## src/design/kdd_pkg.sv

```systemverilog
package kdd_pkg;

   localparam int unsigned KEY_WIDTH   = 16;
   localparam int unsigned TICK_WIDTH  = 16;
   localparam int unsigned DEB_WIDTH   = 10;
   localparam int unsigned CODE_WIDTH  = 8;
   localparam int unsigned CSR_IDX_WIDTH  = 2;
   localparam int unsigned CSR_DATA_WIDTH = 10;

   localparam logic [TICK_WIDTH-1:0] TICK_MAX = '1;

   localparam logic [DEB_WIDTH-1:0]  DEBOUNCE_RESET = 10'd20;
   localparam logic [CODE_WIDTH-1:0] STOP_RESET     = 8'd32;
   localparam logic [CODE_WIDTH-1:0] RST_RESET      = 8'd33;

   // Register indexes on the csr port
   localparam logic [CSR_IDX_WIDTH-1:0] CSR_DEBOUNCE   = 2'd0;
   localparam logic [CSR_IDX_WIDTH-1:0] CSR_STOP_CODE  = 2'd1;
   localparam logic [CSR_IDX_WIDTH-1:0] CSR_RESET_CODE = 2'd2;

   // Key codes
   localparam logic [CODE_WIDTH-1:0] CODE_NONE = 8'h00;
   localparam logic [CODE_WIDTH-1:0] CODE_BASE = 8'h10;
   localparam logic [CODE_WIDTH-1:0] CODE_STAR = 8'h1a;
   localparam logic [CODE_WIDTH-1:0] CODE_ZERO = 8'h10;
   localparam logic [CODE_WIDTH-1:0] CODE_HASH = 8'h1b;

   typedef enum logic [1:0] {
      PHASE_RELEASE = 2'b01,
      PHASE_RESCAN  = 2'b10
   } phase_type;

   typedef struct packed {
      logic                 key_down;
      logic                 press_event;
      logic [KEY_WIDTH-1:0] held_value;
   } deb_status_type;

   typedef struct packed {
      logic [KEY_WIDTH-1:0] key_bits;
      logic                 start_button;
      logic                 stop_button;
      logic                 reset_button;
   } scan_type;

   typedef struct packed {
      logic                  key_down;
      logic                  press_event;
      logic [CODE_WIDTH-1:0] key_code;
      logic                  start_flag;
   } result_type;

endpackage

```

## src/design/keypad_debounce_decode_top.sv

```systemverilog
// Channel  Direction  Payload (low bit first)
// req      in         key_bits[15:0], start_button, stop_button, reset_button
// rsp      out        key_down, press_event, key_code[7:0], start_flag
// csr      in         write-only: 0 debounce_ticks, 1 stop_code, 2 reset_code
//
// One scan beat is accepted per cycle while req_tready is high; its result
// beat is presented on the next cycle from the result register.
// The debounce/decode state advances only on an accepted req beat.
// A stalled rsp beat holds req_tready low only while the result register
// is full and rsp_tready is low; otherwise req keeps flowing.
// Synchronous reset loads the csr defaults (20, 32, 33) and clears all state but the result data.
module keypad_debounce_decode_top (
   input  logic        clock,
   input  logic        reset,
   // req beat
   input  logic        req_tvalid,
   output logic        req_tready,
   input  logic [23:0] req_tdata,  // key_bits[15:0], start, stop, reset, zero pad
   // rsp beat
   output logic        rsp_tvalid,
   input  logic        rsp_tready,
   output logic [15:0] rsp_tdata,  // key_down, press_event, key_code[7:0], start_flag, pad
   // csr write port
   input  logic        csr_we,
   input  logic [kdd_pkg::CSR_IDX_WIDTH-1:0]  csr_index,
   input  logic [kdd_pkg::CSR_DATA_WIDTH-1:0] csr_wdata
);
   import kdd_pkg::*;

   logic [DEB_WIDTH-1:0]  debounce_ff;
   logic [CODE_WIDTH-1:0] stop_code_ff;
   logic [CODE_WIDTH-1:0] reset_code_ff;

   scan_type       scan;
   deb_status_type status;
   result_type     result;
   logic           step;

   logic           rsp_valid_ff;
   result_type     rsp_data_ff;

   // Unpack the req beat
   assign scan.key_bits     = req_tdata[15:0];
   assign scan.start_button = req_tdata[16];
   assign scan.stop_button  = req_tdata[17];
   assign scan.reset_button = req_tdata[18];

   // Accept whenever the result register is empty or draining this cycle
   assign req_tready = ~rsp_valid_ff | rsp_tready;
   assign step       = req_tvalid & req_tready;

   // Configuration registers, write-only
   always_ff @(posedge clock) begin
      if (reset) begin
         debounce_ff   <= DEBOUNCE_RESET;
         stop_code_ff  <= STOP_RESET;
         reset_code_ff <= RST_RESET;
      end else if (csr_we) begin
         case (csr_index)
            CSR_DEBOUNCE:   debounce_ff   <= csr_wdata[DEB_WIDTH-1:0];
            CSR_STOP_CODE:  stop_code_ff  <= csr_wdata[CODE_WIDTH-1:0];
            CSR_RESET_CODE: reset_code_ff <= csr_wdata[CODE_WIDTH-1:0];
            default: ;  // drop writes beyond the register list
         endcase
      end
   end

   kdd_debounce u_debounce (
      .clock          (clock),
      .reset          (reset),
      .step           (step),
      .key_bits       (scan.key_bits),
      .debounce_ticks (debounce_ff),
      .status         (status)
   );

   kdd_decode u_decode (
      .clock        (clock),
      .reset        (reset),
      .step         (step),
      .status       (status),
      .start_button (scan.start_button),
      .stop_button  (scan.stop_button),
      .reset_button (scan.reset_button),
      .stop_code    (stop_code_ff),
      .reset_code   (reset_code_ff),
      .result       (result)
   );

   // Result register: load on accept, clear valid once the beat is taken
   always_ff @(posedge clock) begin
      if (reset) begin
         rsp_valid_ff <= 1'b0;
      end else if (step) begin
         rsp_valid_ff <= 1'b1;
      end else if (rsp_tready) begin
         rsp_valid_ff <= 1'b0;
      end
   end

   always_ff @(posedge clock) begin
      if (step) begin
         rsp_data_ff <= result;
      end
   end

   assign rsp_tvalid = rsp_valid_ff;
   assign rsp_tdata  = {5'b0,
                        rsp_data_ff.start_flag,
                        rsp_data_ff.key_code,
                        rsp_data_ff.press_event,
                        rsp_data_ff.key_down};

endmodule

```

## src/design/kdd_debounce.sv

```systemverilog
module kdd_debounce (
   input  logic                              clock,
   input  logic                              reset,
   input  logic                              step,
   input  logic [kdd_pkg::KEY_WIDTH-1:0]     key_bits,
   input  logic [kdd_pkg::DEB_WIDTH-1:0]     debounce_ticks,
   output kdd_pkg::deb_status_type           status
);
   import kdd_pkg::*;

   phase_type             phase_ff, phase_in;
   logic                  pressed_ff, pressed_in;
   logic                  before_ff;
   logic [KEY_WIDTH-1:0]  prev_ff, prev_in;
   logic [KEY_WIDTH-1:0]  held_ff, held_in;
   logic [TICK_WIDTH-1:0] tick_ff, tick_in;
   logic [TICK_WIDTH-1:0] tick_inc;
   logic                  expired;

   assign tick_inc = (tick_ff == TICK_MAX) ? tick_ff : tick_ff + 1'b1;
   assign expired  = tick_inc > {{(TICK_WIDTH-DEB_WIDTH){1'b0}}, debounce_ticks};

   always_comb begin
      phase_in   = phase_ff;
      pressed_in = pressed_ff;
      prev_in    = prev_ff;
      held_in    = held_ff;
      tick_in    = tick_inc;
      case (phase_ff)
         PHASE_RESCAN: begin
            if (key_bits == '0) begin
               phase_in = PHASE_RELEASE;
               prev_in  = '0;
            end else if (key_bits != prev_ff) begin
               prev_in = key_bits;
               tick_in = '0;
            end else if (expired) begin
               pressed_in = 1'b1;
               phase_in   = PHASE_RELEASE;
               held_in    = key_bits;
            end
         end
         default: begin
            if (key_bits == prev_ff) begin
               tick_in = '0;
            end else if (expired) begin
               pressed_in = 1'b0;
               phase_in   = PHASE_RESCAN;
            end
         end
      endcase
   end

   always_ff @(posedge clock) begin
      if (reset) begin
         phase_ff   <= PHASE_RELEASE;
         pressed_ff <= 1'b0;
         before_ff  <= 1'b0;
         prev_ff    <= '0;
         held_ff    <= '0;
         tick_ff    <= '0;
      end else if (step) begin
         phase_ff   <= phase_in;
         pressed_ff <= pressed_in;
         before_ff  <= pressed_in;
         prev_ff    <= prev_in;
         held_ff    <= held_in;
         tick_ff    <= tick_in;
      end
   end

   assign status.key_down    = pressed_in;
   assign status.press_event = pressed_in & ~before_ff;
   assign status.held_value  = held_in;

endmodule

```

## src/design/kdd_decode.sv

```systemverilog
module kdd_decode (
   input  logic                           clock,
   input  logic                           reset,
   input  logic                           step,
   input  kdd_pkg::deb_status_type        status,
   input  logic                           start_button,
   input  logic                           stop_button,
   input  logic                           reset_button,
   input  logic [kdd_pkg::CODE_WIDTH-1:0] stop_code,
   input  logic [kdd_pkg::CODE_WIDTH-1:0] reset_code,
   output kdd_pkg::result_type            result
);
   import kdd_pkg::*;

   logic [CODE_WIDTH-1:0] last_ff, last_in;
   logic [CODE_WIDTH-1:0] code;
   logic [CODE_WIDTH-1:0] key_code;
   logic                  key_ok;
   logic                  sflag;
   logic [3:0]            rows;
   logic [2:0]            cols;

   assign rows = status.held_value[3:0];
   assign cols = status.held_value[6:4];

   // Map one-hot row/column pair to a key code
   always_comb begin
      key_ok   = 1'b1;
      key_code = CODE_NONE;
      case ({rows, cols})
         7'b0001_001: key_code = CODE_BASE + 8'd1;
         7'b0001_010: key_code = CODE_BASE + 8'd2;
         7'b0001_100: key_code = CODE_BASE + 8'd3;
         7'b0010_001: key_code = CODE_BASE + 8'd4;
         7'b0010_010: key_code = CODE_BASE + 8'd5;
         7'b0010_100: key_code = CODE_BASE + 8'd6;
         7'b0100_001: key_code = CODE_BASE + 8'd7;
         7'b0100_010: key_code = CODE_BASE + 8'd8;
         7'b0100_100: key_code = CODE_BASE + 8'd9;
         7'b1000_001: key_code = CODE_STAR;
         7'b1000_010: key_code = CODE_ZERO;
         7'b1000_100: key_code = CODE_HASH;
         default:     key_ok   = 1'b0;
      endcase
   end

   always_comb begin
      last_in = last_ff;
      sflag   = 1'b0;
      if (rows != '0 && cols != '0) begin
         if (key_ok) begin
            last_in = key_code;
            code    = key_code;
         end else begin
            code = CODE_NONE;
         end
      end else begin
         // Button fallback, start has priority and keeps the last code
         if (start_button) begin
            sflag = 1'b1;
         end else if (stop_button) begin
            last_in = stop_code;
         end else if (reset_button) begin
            last_in = reset_code;
         end else begin
            last_in = CODE_NONE;
         end
         code = last_in;
      end
   end

   always_ff @(posedge clock) begin
      if (reset) begin
         last_ff <= CODE_NONE;
      end else if (step) begin
         last_ff <= last_in;
      end
   end

   assign result.key_down    = status.key_down;
   assign result.press_event = status.press_event;
   assign result.key_code    = code;
   assign result.start_flag  = sflag;

endmodule
```

## config.mk

```make
export PLATFORM = sky130hd
export DESIGN_NAME = keypad_debounce_decode_top
export DESIGN_NICKNAME = d
export VERILOG_FILES = /design/src/design/kdd_pkg.sv /design/src/design/keypad_debounce_decode_top.sv /design/src/design/kdd_debounce.sv /design/src/design/kdd_decode.sv
export SDC_FILE = /design/constraint.sdc
export NUM_CORES = 1
export LEC_CHECK = 0
export BUFFER_PORTS_ARGS = -buffer_cell sky130_fd_sc_hd__buf_2
export CORE_MARGIN = 2
export CORE_UTILIZATION = 55
export CTS_BUF_LIST = sky130_fd_sc_hd__clkbuf_2 sky130_fd_sc_hd__clkbuf_4 sky130_fd_sc_hd__clkbuf_8
export DETAILED_ROUTE_END_ITERATION = 8
export GPL_TIMING_DRIVEN = 0
export PLACE_DENSITY = 0.76
export SYNTH_ARGS = -nofsm -noshare
export SYNTH_HDL_FRONTEND = slang
export SYNTH_SLANG_ARGS = --single-unit
export TNS_END_PERCENT = 30
```

## constraint.sdc

```tcl
create_clock -name clock -period 6.8 [get_ports clock]
set_input_delay 1.36 -clock clock [delete_from_list [all_inputs] [get_ports clock]]
set_output_delay 1.36 -clock clock [all_outputs]
set_load 0.005 [all_outputs]
```

==> results of run 1 <==
## Yosys cell counts (6+ instances only)
cell | count | area, sq um
sky130_fd_sc_hd__nand2_1 | 48 | 180
sky130_fd_sc_hd__nor4_1 | 9 | 56.3
sky130_fd_sc_hd__a22oi_1 | 19 | 143
sky130_fd_sc_hd__nand4_1 | 9 | 56.3
sky130_fd_sc_hd__nor2b_1 | 6 | 37.5
sky130_fd_sc_hd__nor3b_1 | 6 | 45.0
sky130_fd_sc_hd__nor3_1 | 18 | 90.1
sky130_fd_sc_hd__a21oi_1 | 51 | 255
sky130_fd_sc_hd__clkbuf_1 | 31 | 116
sky130_fd_sc_hd__nor2_1 | 91 | 342
sky130_fd_sc_hd__ha_1 | 11 | 138
sky130_fd_sc_hd__nand3_1 | 8 | 40.0
sky130_fd_sc_hd__dfxtp_1 | 77 | 1540
sky130_fd_sc_hd__inv_1 | 22 | 82.6
sky130_fd_sc_hd__edfxtp_1 | 11 | 330
sky130_fd_sc_hd__buf_4 | 6 | 45.0
sky130_fd_sc_hd__xnor2_1 | 9 | 78.8
sky130_fd_sc_hd__o21ai_0 | 24 | 120
sky130_fd_sc_hd__xor2_1 | 26 | 228
sky130_fd_sc_hd__nand2b_1 | 9 | 56.3
sky130_fd_sc_hd__mux2i_1 | 31 | 310
## power groups by stage
stage | Sequential (mW) | Clock [mW] | Combinational (mW)
floorplan | 0.558 | 0 | 0.0700
global placement | 0.558 | 0 | 0.108
detailed placement | 0.559 | 0 | 0.110
CTS | 0.547 | 0.369 | 0.111
global route | 0.549 | 0.394 | 0.124
finish | 0.547 | 0.368 | 0.112
## layout by cell type, fill, tap and decap left out, types with 3 or more instances in the layout
master                     netlist  final
sky130_fd_sc_hd__a22oi_1        19     19
sky130_fd_sc_hd__and2_4          3      3
sky130_fd_sc_hd__clkbuf_8        0      9
sky130_fd_sc_hd__o211ai_1        3      3
sky130_fd_sc_hd__nor4_1          9      9
sky130_fd_sc_hd__buf_2           5     50
sky130_fd_sc_hd__clkbuf_1       31     31
sky130_fd_sc_hd__nand2_1        48     48
sky130_fd_sc_hd__nor3_1         18     18
sky130_fd_sc_hd__edfxtp_1       11     11
sky130_fd_sc_hd__xor2_1         26     26
sky130_fd_sc_hd__xnor2_1         9      9
sky130_fd_sc_hd__conb_1          1      5
sky130_fd_sc_hd__o32ai_1         3      3
sky130_fd_sc_hd__nand3_1         8      8
sky130_fd_sc_hd__mux2i_1        31     31
sky130_fd_sc_hd__o21ai_0        24     24
sky130_fd_sc_hd__nor2b_1         6      6
sky130_fd_sc_hd__a21oi_1        51     51
sky130_fd_sc_hd__nand4_1         9      9
sky130_fd_sc_hd__nand3b_1        4      4
sky130_fd_sc_hd__nor3b_1         6      6
sky130_fd_sc_hd__and3_1          3      3
sky130_fd_sc_hd__nor2_1         91     91
sky130_fd_sc_hd__dfxtp_1        77     77
sky130_fd_sc_hd__a211oi_2        3      3
sky130_fd_sc_hd__o21a_1          3      3
sky130_fd_sc_hd__nand2b_1        9      9
sky130_fd_sc_hd__inv_1          22     22
sky130_fd_sc_hd__a31o_1          3      3
sky130_fd_sc_hd__a21o_1          3      3
sky130_fd_sc_hd__ha_1           11     11
sky130_fd_sc_hd__a31oi_1         4      4
sky130_fd_sc_hd__nor4_2          4      4
sky130_fd_sc_hd__or4bb_1         4      4
sky130_fd_sc_hd__buf_1           4      4
sky130_fd_sc_hd__buf_4           6      6
## sequential cells by signal, summed over array words and instances (netlist names), 2 cells and up
name / flops
debounce_ff: 10
reset_code_ff: 8
rsp_tdata: 11
stop_code_ff: 8
u_debounce.held_ff: 7
u_debounce.phase_ff: 2
u_debounce.prev_ff: 16
u_debounce.tick_ff: 16
u_decode.last_ff: 8
## final cells by class
class / instances / area [sq um] / share of cell area, %
repair buffers: 45 / 225 / 3.94
flip-flops and latches: 88 / 1870 / 32.8
inverters: 22 / 82.6 / 1.45
clock inverters: 7 / 72.6 / 1.27
well taps: 111 / 139 / 2.43
plain buffers: 46 / 201 / 3.53
clock buffers: 9 / 124 / 2.17
multi-input cells: 464 / 3000 / 52.5
## final timing paths
kind	endpoint	slack, ns	start	cells past startpoint
setup / recovery	u_decode.last_ff[4]	1.87	u_debounce.tick_ff[0]	18
hold / removal	reset_code_ff[0]	0.50	reset_code_ff[0]	2
setup reg to reg	u_decode.last_ff[4]	1.87	u_debounce.tick_ff[0]	18
hold reg to reg	reset_code_ff[0]	0.50	reset_code_ff[0]	2
## worst max-delay path: stages (launching register included)
cell,delay (ns)
sky130_fd_sc_hd__dfxtp_1,0.38
sky130_fd_sc_hd__ha_1,0.25
sky130_fd_sc_hd__nand2_1,0.23
sky130_fd_sc_hd__nor4_2,0.12
sky130_fd_sc_hd__and4_1,0.22
sky130_fd_sc_hd__clkbuf_1,0.21
sky130_fd_sc_hd__nor3b_1,0.54
sky130_fd_sc_hd__nand3_1,0.16
sky130_fd_sc_hd__xnor2_1,0.27
sky130_fd_sc_hd__ha_1,0.30
sky130_fd_sc_hd__o21a_1,0.20
sky130_fd_sc_hd__a21oi_1,0.19
sky130_fd_sc_hd__a31oi_1,0.13
sky130_fd_sc_hd__a211oi_2,0.60
sky130_fd_sc_hd__a211oi_2,0.18
sky130_fd_sc_hd__a211oi_2,0.35
sky130_fd_sc_hd__buf_4,0.23
sky130_fd_sc_hd__nor2_1,0.06
sky130_fd_sc_hd__a311oi_2,0.21
## metal layers
metal | part of all wire [%] | GRT usage (%) | up-vias
met4 | 1.4 | 8.43 | 0
met2 | 47 | 43.1 | 136
met5 | 0 | 0 | -
met1 | 46 | 35.9 | 2248
met3 | 5.4 | 3.61 | 18
li1 | - | - | 2301
## through the flow
stage / worst slack, ns / cells / area (sq um) / hold WS, ns
finish: 1.87 / 792 / 5710 / 0.503
floorplan: 2.80 / 620 / 5150 / 0.444
global placement: 2.16 / 776 / 5520 / 0.458
CTS: 1.97 / 792 / 5710 / 0.500
global route: 1.58 / 792 / 5710 / 0.525
detailed placement: 2.06 / 776 / 5520 / 0.474
## kinds of logic after synthesis
logic type	share of synthesized area (%)
buf+inv	5.53
other cells	0.0730
xor+xnor	5.97
fa+ha+maj	2.68
flops	36.4
mux	6.92
simple gates	24.4
compound gates	18.0
==> results by group, run 1 <==
Status
  • Run status: finished, final reports clean

Drt
  • Number of remaining DRC errors: 0
  • Vias after detailed routing: 4703
  • Post-route ant nets: 0
  • Length of the first detailed-routing pass in iterations: 5
  • DR WL/cell: approximately 16 um
  • Avg Vias per Cell: about 5.9
  • Routed wire length: 12800 um
  • Starting DRC count in detailed routing: approximately 290

Final layout
  • Nets@finish: between 700 and 800
  • Layout cell share with drive strength beyond 1: approximately 14%
  • Final core utilization: between 60% and 70%
  • # fillers: slightly above 800
  • Area grow syn2layout: 11.2%
  • Antenna diodes: 0

Floorplan
  • Area of the placeable core: approximately 9000 sq um
  • DIE WIDTH: around 100 um
  • Number of placement rows: 35
  • Initial Utilization: between 50% and 60%
  • Die height: approximately 100 um
  • Number of top-level pins: slightly below 60
  • Die Footprint: 10100 sq um

Clock tree
  • Root buffer cell: sky130_fd_sc_hd__clkbuf_8
  • Number of H-tree branching levels: 3
  • Post_cts resized: 0
  • Clock transition at the registers of the reported paths: around 0.11 ns
  • Number of sinks driven by the clock tree: 88
  • CTS tree: yes
  • Buffer depth of the longest clock path: 2
  • Number of buffers created by CTS: 9
  • Later-pin clock latency in the skew report: 0.37 ns
  • Post-CTS repair timing setup buffer count: 0
  • Hold_buf cts: 0

Critical path
  • Critical Path End Type: register
  • Data arrival time at the worst-slack endpoint: 5.22 ns
  • Worst Setup Start Kind: register
  • Setup Crit Path Kind: reg2reg
  • Crit path max fanout: 10
  • Required @ worst endpoint: 7.08 ns

Logic synthesis
  • Count of cell types in the netlist: 69
  • Synthesized area divided by synthesized cell count: between 8 and 9 sq um
  • Flip-flop and latch count after synthesis: ~90
  • Count of flip-flops with a built-in enable after synthesis: 11
  • Synth Instances: 616
  • Post-Synthesis Cell Area: just over 5000 sq um
  • Number of warnings issued by yosys: 0
  • Proportion of register bits with asynchronous set or reset after synthesis: 0%
  • Primary FF master, synth: sky130_fd_sc_hd__dfxtp_1
  • Share of the yosys chip area belonging to registers: between 30% and 40%

Pwr
  • Power share of the combinational group: around 11%
  • Seq pwr share: a little over half
  • Maximum ir drop on the vdd rail: around 0.15 mV
  • Leakage power figure: between 2 and 2.5 nW
  • Relative contribution of the clock network to total power: about 36%
  • Total Power Consumption: slightly above 1 mW
  • Switching pwr: roughly 0.3 mW
  • Pwr per Cell Area: 180 nW/um^2
  • Internal portion of total power: slightly above 0.7 mW
  • Switching portion of total power: approximately 30%

Placement
  • Count of input and output buffers: 45
  • HPWL after DPL: between 9000 and 10000 um
  • Routability Congestion: 0.904

Timing
  • Peak Freq: about 200 MHz
  • Tmin final: between 4 and 5 ns
  • Total Neg Setup Slack: 0 ns
  • Unrepaired setup endpoints after global routing: no
  • Max Slew Vio Count: 0
  • Relative max-transition margin: roughly a quarter
  • Tcrit/Tclk final: 72.5%
  • Slew at the pin closest to its max-slew limit: about 1.1 ns
  • Worst Skew: 0.0136 ns
  • Final hold violations: 0
  • Total setup violations reported at the end of the flow: 0

Global routing
  • Number of global-route vias before repair: approximately 4400
  • Global-route congestion overflow total: 0
  • Maximum number of pins on one net before global-route repair: 21
  • Wire length of the first global-routing pass: 21300 um
  • GRT Overall Usage: a little over a quarter
  • Antenna violations before repair: 0

Worst hold path
  • HP Class: reg2reg

Flow run
  • Max-cap violations: 0
No activity file was read; power rests on OpenSTA's default activity.
==> inputs of run 2 (changes only) <==
--- a/config.mk
+++ b/config.mk
@@ -11,7 +11,7 @@
 export CTS_BUF_LIST = sky130_fd_sc_hd__clkbuf_2 sky130_fd_sc_hd__clkbuf_4 sky130_fd_sc_hd__clkbuf_8
 export DETAILED_ROUTE_END_ITERATION = 8
 export GPL_TIMING_DRIVEN = 0
-export PLACE_DENSITY = 0.76
+export PLACE_DENSITY = 0.79
 export SYNTH_ARGS = -nofsm -noshare
 export SYNTH_HDL_FRONTEND = slang
 export SYNTH_SLANG_ARGS = --single-unit
==> constraint.sdc (replaced) <==
create_clock -name clock -period 4.4 [get_ports clock]
set_input_delay 0.88 -clock clock [delete_from_list [all_inputs] [get_ports clock]]
set_output_delay 0.88 -clock clock [all_outputs]
set_load 0.005 [all_outputs]
==> results by group, run 2 (same netlist as run 1, synthesis figures left out) <==
Status
  • Run status: finished, final reports clean

Floorplan
  • Area of the placeable core: 9150 sq um (unchanged)
  • Die height: 101 um (unchanged)
  • Initial Utilization: 56.1% (unchanged)
  • Number of top-level pins: 59 (unchanged)
  • Number of placement rows: 35 (unchanged)
  • Die Footprint: 10100 sq um (unchanged)
  • DIE WIDTH: 101 um (unchanged)

Global routing
  • Maximum number of pins on one net before global-route repair: 21 (unchanged)
  • Number of global-route vias before repair: 4383 (-0.36%)
  • Antenna violations before repair: 0 (unchanged)
  • GRT Overall Usage: 25.9% (-0.34 points)
  • Wire length of the first global-routing pass: 20900 um (-1.5%)
  • Global-route congestion overflow total: 0 (unchanged)

Timing
  • Peak Freq: 237 MHz (+17%)
  • Slew at the pin closest to its max-slew limit: 1.17 ns (+0.0575 ns)
  • Tcrit/Tclk final: 95.7% (+23 points)
  • Worst Skew: 0.0153 ns (+0.00174 ns)
  • Final hold violations: 0 (unchanged)
  • Max Slew Vio Count: 0 (unchanged)
  • Relative max-transition margin: 21.8% (-3.8 points)
  • Tmin final: 4.21 ns (-0.719 ns)
  • Total setup violations reported at the end of the flow: 0 (unchanged)

Pwr
  • Leakage power figure: 2.46 nW (+2.6%)
  • Pwr per Cell Area: 273 nW/um^2 (+52%)
  • Total Power Consumption: 1.59 mW (+54%)
  • Maximum ir drop on the vdd rail: 0.196 mV (+32%)

Critical path
  • Data arrival time at the worst-slack endpoint: 4.33 ns (-0.89 ns)
  • Crit path max fanout: 10 (unchanged)
  • Critical Path Sink: rsp_tdata[2]
  • Number of cell instances on the worst register-to-register path: 18 (unchanged)
  • Worst Setup Start Kind: register
  • Setup Crit Path Kind: reg2reg
  • Flop2flop setup slack: 0.19 ns (-1.68 ns)
  • Required @ worst endpoint: 4.51 ns (-2.57 ns)
  • Critical Path End Type: register
  • Reg2reg start: u_debounce.tick_ff[1]
  • Start point of the critical path: u_debounce.tick_ff[1]
  • Endpoint of the worst-slack reg-to-reg timing path: rsp_tdata[2]

Clock tree
  • CTS tree: yes
  • Buffer depth of the longest clock path: 2 (unchanged)
  • Number of H-tree branching levels: 3 (unchanged)
  • Clock transition at the registers of the reported paths: 0.10 ns (about the same)
  • Later-pin clock latency in the skew report: 0.37 ns (about the same)
  • Root buffer cell: sky130_fd_sc_hd__clkbuf_8
  • Hold_buf cts: 0 (unchanged)
  • Number of sinks driven by the clock tree: 88 (unchanged)
  • Number of buffers created by CTS: 9 (unchanged)

Final layout
  • Nets@finish: 732 (+0.55%)
  • Most frequent standard cell in the layout excluding fill and tap cells: sky130_fd_sc_hd__nor2_1
  • Layout cell share with drive strength beyond 1: 15.6% (+1.5 points)
  • Leading cell types in the layout, fill and taps excluded: sky130_fd_sc_hd__nor2_1 (91), sky130_fd_sc_hd__dfxtp_1 (76), sky130_fd_sc_hd__a21oi_1 (51)
  • Final Non-Filler Cells: 796 (+0.51%)
  • Final core utilization: 63.5% (+1.1 points)
  • Area grow syn2layout: 13.1%
  • Antenna diodes: 0 (unchanged)

Placement
  • Count of input and output buffers: 45 (unchanged)
  • HPWL after DPL: 9270 um (-1.1%)
  • DP Cell Count: 776 (unchanged)
  • Routability Congestion: 0.897 (-0.81%)

Drt
  • Avg Vias per Cell: 5.99 (+0.91%)
  • DR WL/cell: 16.1 um (about the same)
  • Number of remaining DRC errors: 0 (unchanged)
  • Starting DRC count in detailed routing: 347 (+21%)
  • Post-route ant nets: 0 (unchanged)
  • Length of the first detailed-routing pass in iterations: 5 (unchanged)
  • Routed wire length: 12800 um (+0.45%)
  • Vias after detailed routing: 4770 (+1.4%)

Flow run
  • Max-cap violations: 0 (unchanged)

Worst hold path
  • HP Class: reg2reg
-- run 2: cell types whose count changed in the layout (fill, tap and decap cells not counted), moves of 2 or more --
cell / previous run / this run
sky130_fd_sc_hd__buf_12: 0 / 2
sky130_fd_sc_hd__nand2_1: 48 / 46
sky130_fd_sc_hd__nand2_2: 0 / 2
sky130_fd_sc_hd__inv_6: 2 / 0
sky130_fd_sc_hd__buf_4: 6 / 9
-- run 2: worst min path at each step --
stage,startpoint,to,cells after the start
4_1_cts,reset_code_ff[0],reset_code_ff[0],2
2_1_floorplan,reset_code_ff[0],reset_code_ff[0],2
3_5_place_dp,reset_code_ff[0],reset_code_ff[0],2
3_3_place_gp,reset_code_ff[5],reset_code_ff[5],2
6_report,reset_code_ff[0],reset_code_ff[0],2
5_1_grt,u_debounce.phase_ff[1],u_debounce.phase_ff[1],1
-- run 2: cell type report --
class	count	area, sq um
plain buffers	45	198
well taps	111	139
clock inverters	7	73.8
fillers	800	3340
repair buffers	50	288
clock buffers	9	124
flip-flops and latches	88	1870
multi-input cells	464	3030
inverters	22	82.6
-- run 2: worst max-delay path, cell delays in order, from the launching register on --
cell,delay (ns)
sky130_fd_sc_hd__dfxtp_1,0.42
sky130_fd_sc_hd__ha_1,0.24
sky130_fd_sc_hd__nand2_2,0.15
sky130_fd_sc_hd__nor4_4,0.37
sky130_fd_sc_hd__and4_4,0.34
sky130_fd_sc_hd__nor3b_2,0.08
sky130_fd_sc_hd__nand3_1,0.11
sky130_fd_sc_hd__xnor2_1,0.20
sky130_fd_sc_hd__ha_1,0.31
sky130_fd_sc_hd__o21a_1,0.19
sky130_fd_sc_hd__a21oi_1,0.20
sky130_fd_sc_hd__a21oi_1,0.14
sky130_fd_sc_hd__a211oi_4,0.29
sky130_fd_sc_hd__buf_12,0.16
sky130_fd_sc_hd__a211oi_4,0.09
sky130_fd_sc_hd__mux2i_4,0.21
sky130_fd_sc_hd__buf_12,0.16
sky130_fd_sc_hd__a21boi_1,0.22
sky130_fd_sc_hd__inv_1,0.08
-- run 2: per-layer routing --
| metal | share of wire [%] | vias to the layer above | track usage, % |
|---|---|---|---|
| met2 | 49 | 151 | 43.9 |
| met4 | 1.4 | 0 | 7.59 |
| met5 | 0 | - | 0 |
| met3 | 5.1 | 14 | 2.84 |
| li1 | - | 2304 | - |
| met1 | 45 | 2301 | 35.0 |
-- run 2: timing repair --
action	4_1_cts	5_1_grt
pin swaps	3	3
endpoints found under the setup margin	27	24
buffers inserted	4	1
endpoints found under the hold margin	0	0
resized for setup	5	4
-- run 2: per-stage QoR --
stage / cell area (sq um) / setup TNS [ns] / setup WS (ns) / hold slack (ns)
2_1_floorplan: 5150 / 0 / 0.400 / 0.444
6_report: 5810 / 0 / 0.188 / 0.491
5_1_grt: 5810 / -0.00963 / -0.00963 / 0.526
4_1_cts: 5790 / 0 / 0.00636 / 0.490
3_3_place_gp: 5520 / -3.24 / -0.243 / 0.457
3_5_place_dp: 5520 / -6.40 / -0.389 / 0.464
-- run 2: power by group --
group / total (mW) / internal (mW) / switching (mW) / leakage (nW)
sequential: 0.847 / 0.835 / 0.0112 / 0.735
combinational: 0.175 / 0.0660 / 0.109 / 1.63
clock: 0.564 / 0.224 / 0.340 / 0.102
total: 1.59 / 1.13 / 0.460 / 2.46
==> inputs of run 3 (changes only) <==
--- a/config.mk
+++ b/config.mk
@@ -11,7 +11,7 @@
 export CTS_BUF_LIST = sky130_fd_sc_hd__clkbuf_2 sky130_fd_sc_hd__clkbuf_4 sky130_fd_sc_hd__clkbuf_8
 export DETAILED_ROUTE_END_ITERATION = 8
 export GPL_TIMING_DRIVEN = 0
-export PLACE_DENSITY = 0.79
+export PLACE_DENSITY = 0.76
 export SYNTH_ARGS = -nofsm -noshare
 export SYNTH_HDL_FRONTEND = slang
 export SYNTH_SLANG_ARGS = --single-unit
==> constraint.sdc (replaced) <==
create_clock -name clock -period 3.9 [get_ports clock]
set_input_delay 0.78 -clock clock [delete_from_list [all_inputs] [get_ports clock]]
set_output_delay 0.78 -clock clock [all_outputs]
set_load 0.005 [all_outputs]
==> results by group, run 3 (same netlist as run 1, synthesis figures left out) <==
Floorplan
  • Initial Utilization: 56.1% (unchanged)
  • Area of the placeable core: 9150 sq um (unchanged)
  • Number of placement rows: 35 (unchanged)
  • Die Footprint: 10100 sq um (unchanged)
  • Die height: 101 um (unchanged)
  • DIE WIDTH: 101 um (unchanged)
  • Number of top-level pins: 59 (unchanged)

Critical path
  • Critical-path top delay cell: sky130_fd_sc_hd__dfxtp_4
  • Data arrival time at the worst-slack endpoint: 4.11 ns (-0.22 ns)
  • Critical path buffer and inverter count: 4 (+1)
  • Required @ worst endpoint: 4.14 ns (-0.37 ns)
  • Family with the most delay on the worst path: compound AO/OA/AOI/OAI gates
  • Critical Path End Type: register
  • Maximum single-stage delay on the critical path: 0.37 ns (-0.05 ns)
  • Flop2flop setup slack: 0.03 ns (-0.15 ns)
  • Setup Crit Path Kind: reg2reg
  • Crit path max fanout: 5 (-5)
  • Worst Setup Start Kind: register
  • Cell Chain, Critical Path: ha_4 -> nand2_8 -> nor4_4 -> and4_1 -> buf_6 -> nor3b_4 -> nand3_2 -> xnor2_2 -> ha_1 -> nand4_1 -> nor2_2 -> a31oi_4 -> a2111oi_4 -> buf_4 -> buf_6 -> a211o_4 -> a211oi_4 -> buf_4 -> nor3b_1 -> a31o_1

Placement
  • Count of input and output buffers: 45 (unchanged)
  • Placed cell area: 5530 sq um (+0.32%)
  • HPWL after DPL: 9310 um (+0.44%)
  • Routability Congestion: 0.834 (-7.0%)
  • DP Cell Count: 776 (unchanged)

Drt
  • DR WL/cell: 16.7 um (+3.9%)
  • Post-route ant nets: 0 (unchanged)
  • Length of the first detailed-routing pass in iterations: 6 (+1)
  • Number of remaining DRC errors: 0 (unchanged)
  • Routed wire length: 13800 um (+7.3%)
  • Starting DRC count in detailed routing: 317 (-8.6%)
  • Avg Vias per Cell: 5.93 (-0.97%)
  • Vias after detailed routing: 4878 (+2.3%)

Timing
  • Slew at the pin closest to its max-slew limit: 1.12 ns (-0.0504 ns)
  • Tcrit/Tclk final: 99.1% (+3.4 points)
  • Final hold violations: 0 (unchanged)
  • Peak Freq: 259 MHz (+9.0%)
  • Worst Skew: 0.0138 ns (-0.00151 ns)
  • Max Slew Vio Count: 0 (unchanged)
  • Tmin final: 3.87 ns (-0.346 ns)
  • Relative max-transition margin: 25.2% (+3.4 points)
  • Unrepaired setup endpoints after global routing: yes
  • Total setup violations reported at the end of the flow: 0 (unchanged)
  • Total Neg Setup Slack: 0 ns (unchanged)

Final layout
  • Final Non-Filler Cells: 822 (+3.3%)
  • Leading cell types in the layout, fill and taps excluded: sky130_fd_sc_hd__nor2_1 (89), sky130_fd_sc_hd__dfxtp_1 (67), sky130_fd_sc_hd__buf_2 (50)
  • Area grow syn2layout: 21.0%
  • Antenna diodes: 0 (unchanged)
  • Final design instance area without fill: 6220 sq um (+7.0%)
  • Final core utilization: 67.9% (+4.5 points)
  • Nets@finish: 758 (+3.6%)
  • Most frequent standard cell in the layout excluding fill and tap cells: sky130_fd_sc_hd__nor2_1
  • Layout cell share with drive strength beyond 1: 22.6% (+7.0 points)

Clock tree
  • Buffer depth of the longest clock path: 2 (unchanged)
  • Number of H-tree branching levels: 3 (unchanged)
  • CTS tree: yes
  • Root buffer cell: sky130_fd_sc_hd__clkbuf_8
  • Number of buffers created by CTS: 9 (unchanged)
  • Number of sinks driven by the clock tree: 88 (unchanged)
  • Clock transition at the registers of the reported paths: 0.09 ns (about the same)
  • Hold_buf cts: 0 (unchanged)
  • Later-pin clock latency in the skew report: 0.35 ns (-0.02 ns)

Pwr
  • Total Power Consumption: 1.83 mW (+15%)
  • Maximum ir drop on the vdd rail: 0.289 mV (+48%)
  • Pwr per Cell Area: 294 nW/um^2 (+7.8%)
  • Leakage power figure: 2.62 nW (+6.3%)

Global routing
  • Maximum number of pins on one net before global-route repair: 21 (unchanged)
  • Global-route congestion overflow total: 0 (unchanged)
  • Wire length of the first global-routing pass: 21400 um (+2.2%)
  • Antenna violations before repair: 0 (unchanged)
  • Number of global-route vias before repair: 4558 (+4.0%)
  • GRT Overall Usage: 26.2% (+0.23 points)

Worst hold path
  • HP Class: reg2reg

Status
  • Run status: finished, final reports clean

Flow run
  • Max-cap violations: 0 (unchanged)
-- run 3: cell types whose count changed in the layout (fill, tap and decap cells not counted), sizes merged --
cell    change
bufinv      +1
mux2i       +1
buf        +26
clkinv      -1
inv         -2
clkbuf      +1
-- run 3: layout make-up --
class / instances / area (sq um)
tap: 111 / 139
buffer: 45 / 215
fill: 697 / 2940
sequential: 88 / 1900
clock buffer: 11 / 145
clock inverter: 5 / 62.6
timing repair buffer: 75 / 467
inverter: 22 / 82.6
multi-input combinational: 465 / 3210
-- run 3: final timing paths --
| check | from | endpoint | depth (start not counted) |
|---|---|---|---|
| min | reset_code_ff[5] | reset_code_ff[5] | 2 |
| min reg2reg | reset_code_ff[5] | reset_code_ff[5] | 2 |
| max | u_debounce.tick_ff[1] | u_decode.last_ff[6] | 20 |
| max reg2reg | u_debounce.tick_ff[1] | u_decode.last_ff[6] | 20 |
-- run 3: routing by layer --
metal	global-route usage [%]	part of all wire (%)	vias to the layer above
li1	-	-	2356
met2	43.9	49	178
met3	4.51	5.0	36
met5	0	0	-
met1	34.7	44	2308
met4	7.38	2.0	0
-- run 3: power by group --
group	switching, mW	leakage, nW	internal (mW)	total (mW)
sequential	0.0127	0.741	0.940	0.952
combinational	0.131	1.77	0.0804	0.211
clock	0.339	0.108	0.327	0.666
-- run 3: what timing repair did --
item	in CTS	in global routing
buffers inserted	12	17
pin swaps	9	26
cloned	1	1
resized for setup	21	40
hold endpoints to repair	0	0
endpoints found under the setup margin	29	28
-- run 3: through the flow --
| stage | worst slack, ns | hold slack [ns] |
|---|---|---|
| after global routing | -0.117 | 0.525 |
| final | 0.0346 | 0.491 |
| after detailed placement | -0.669 | 0.471 |
| after floorplan | 0.00960 | 0.444 |
| after global placement | -0.569 | 0.457 |
| after CTS | 0.00608 | 0.491 |
-- run 3: worst register-to-register path, cell delays in order, from the launching register on --
cell	delay (ns)
sky130_fd_sc_hd__dfxtp_4	0.37
sky130_fd_sc_hd__ha_4	0.18
sky130_fd_sc_hd__nand2_8	0.08
sky130_fd_sc_hd__nor4_4	0.05
sky130_fd_sc_hd__and4_1	0.20
sky130_fd_sc_hd__buf_6	0.13
sky130_fd_sc_hd__nor3b_4	0.25
sky130_fd_sc_hd__nand3_2	0.13
sky130_fd_sc_hd__xnor2_2	0.17
sky130_fd_sc_hd__ha_1	0.31
sky130_fd_sc_hd__nand4_1	0.16
sky130_fd_sc_hd__nor2_2	0.08
sky130_fd_sc_hd__a31oi_4	0.24
sky130_fd_sc_hd__a2111oi_4	0.05
sky130_fd_sc_hd__buf_4	0.18
sky130_fd_sc_hd__buf_6	0.11
sky130_fd_sc_hd__a211o_4	0.35
sky130_fd_sc_hd__a211oi_4	0.30
sky130_fd_sc_hd__buf_4	0.18
sky130_fd_sc_hd__nor3b_1	0.04
sky130_fd_sc_hd__a31o_1	0.20
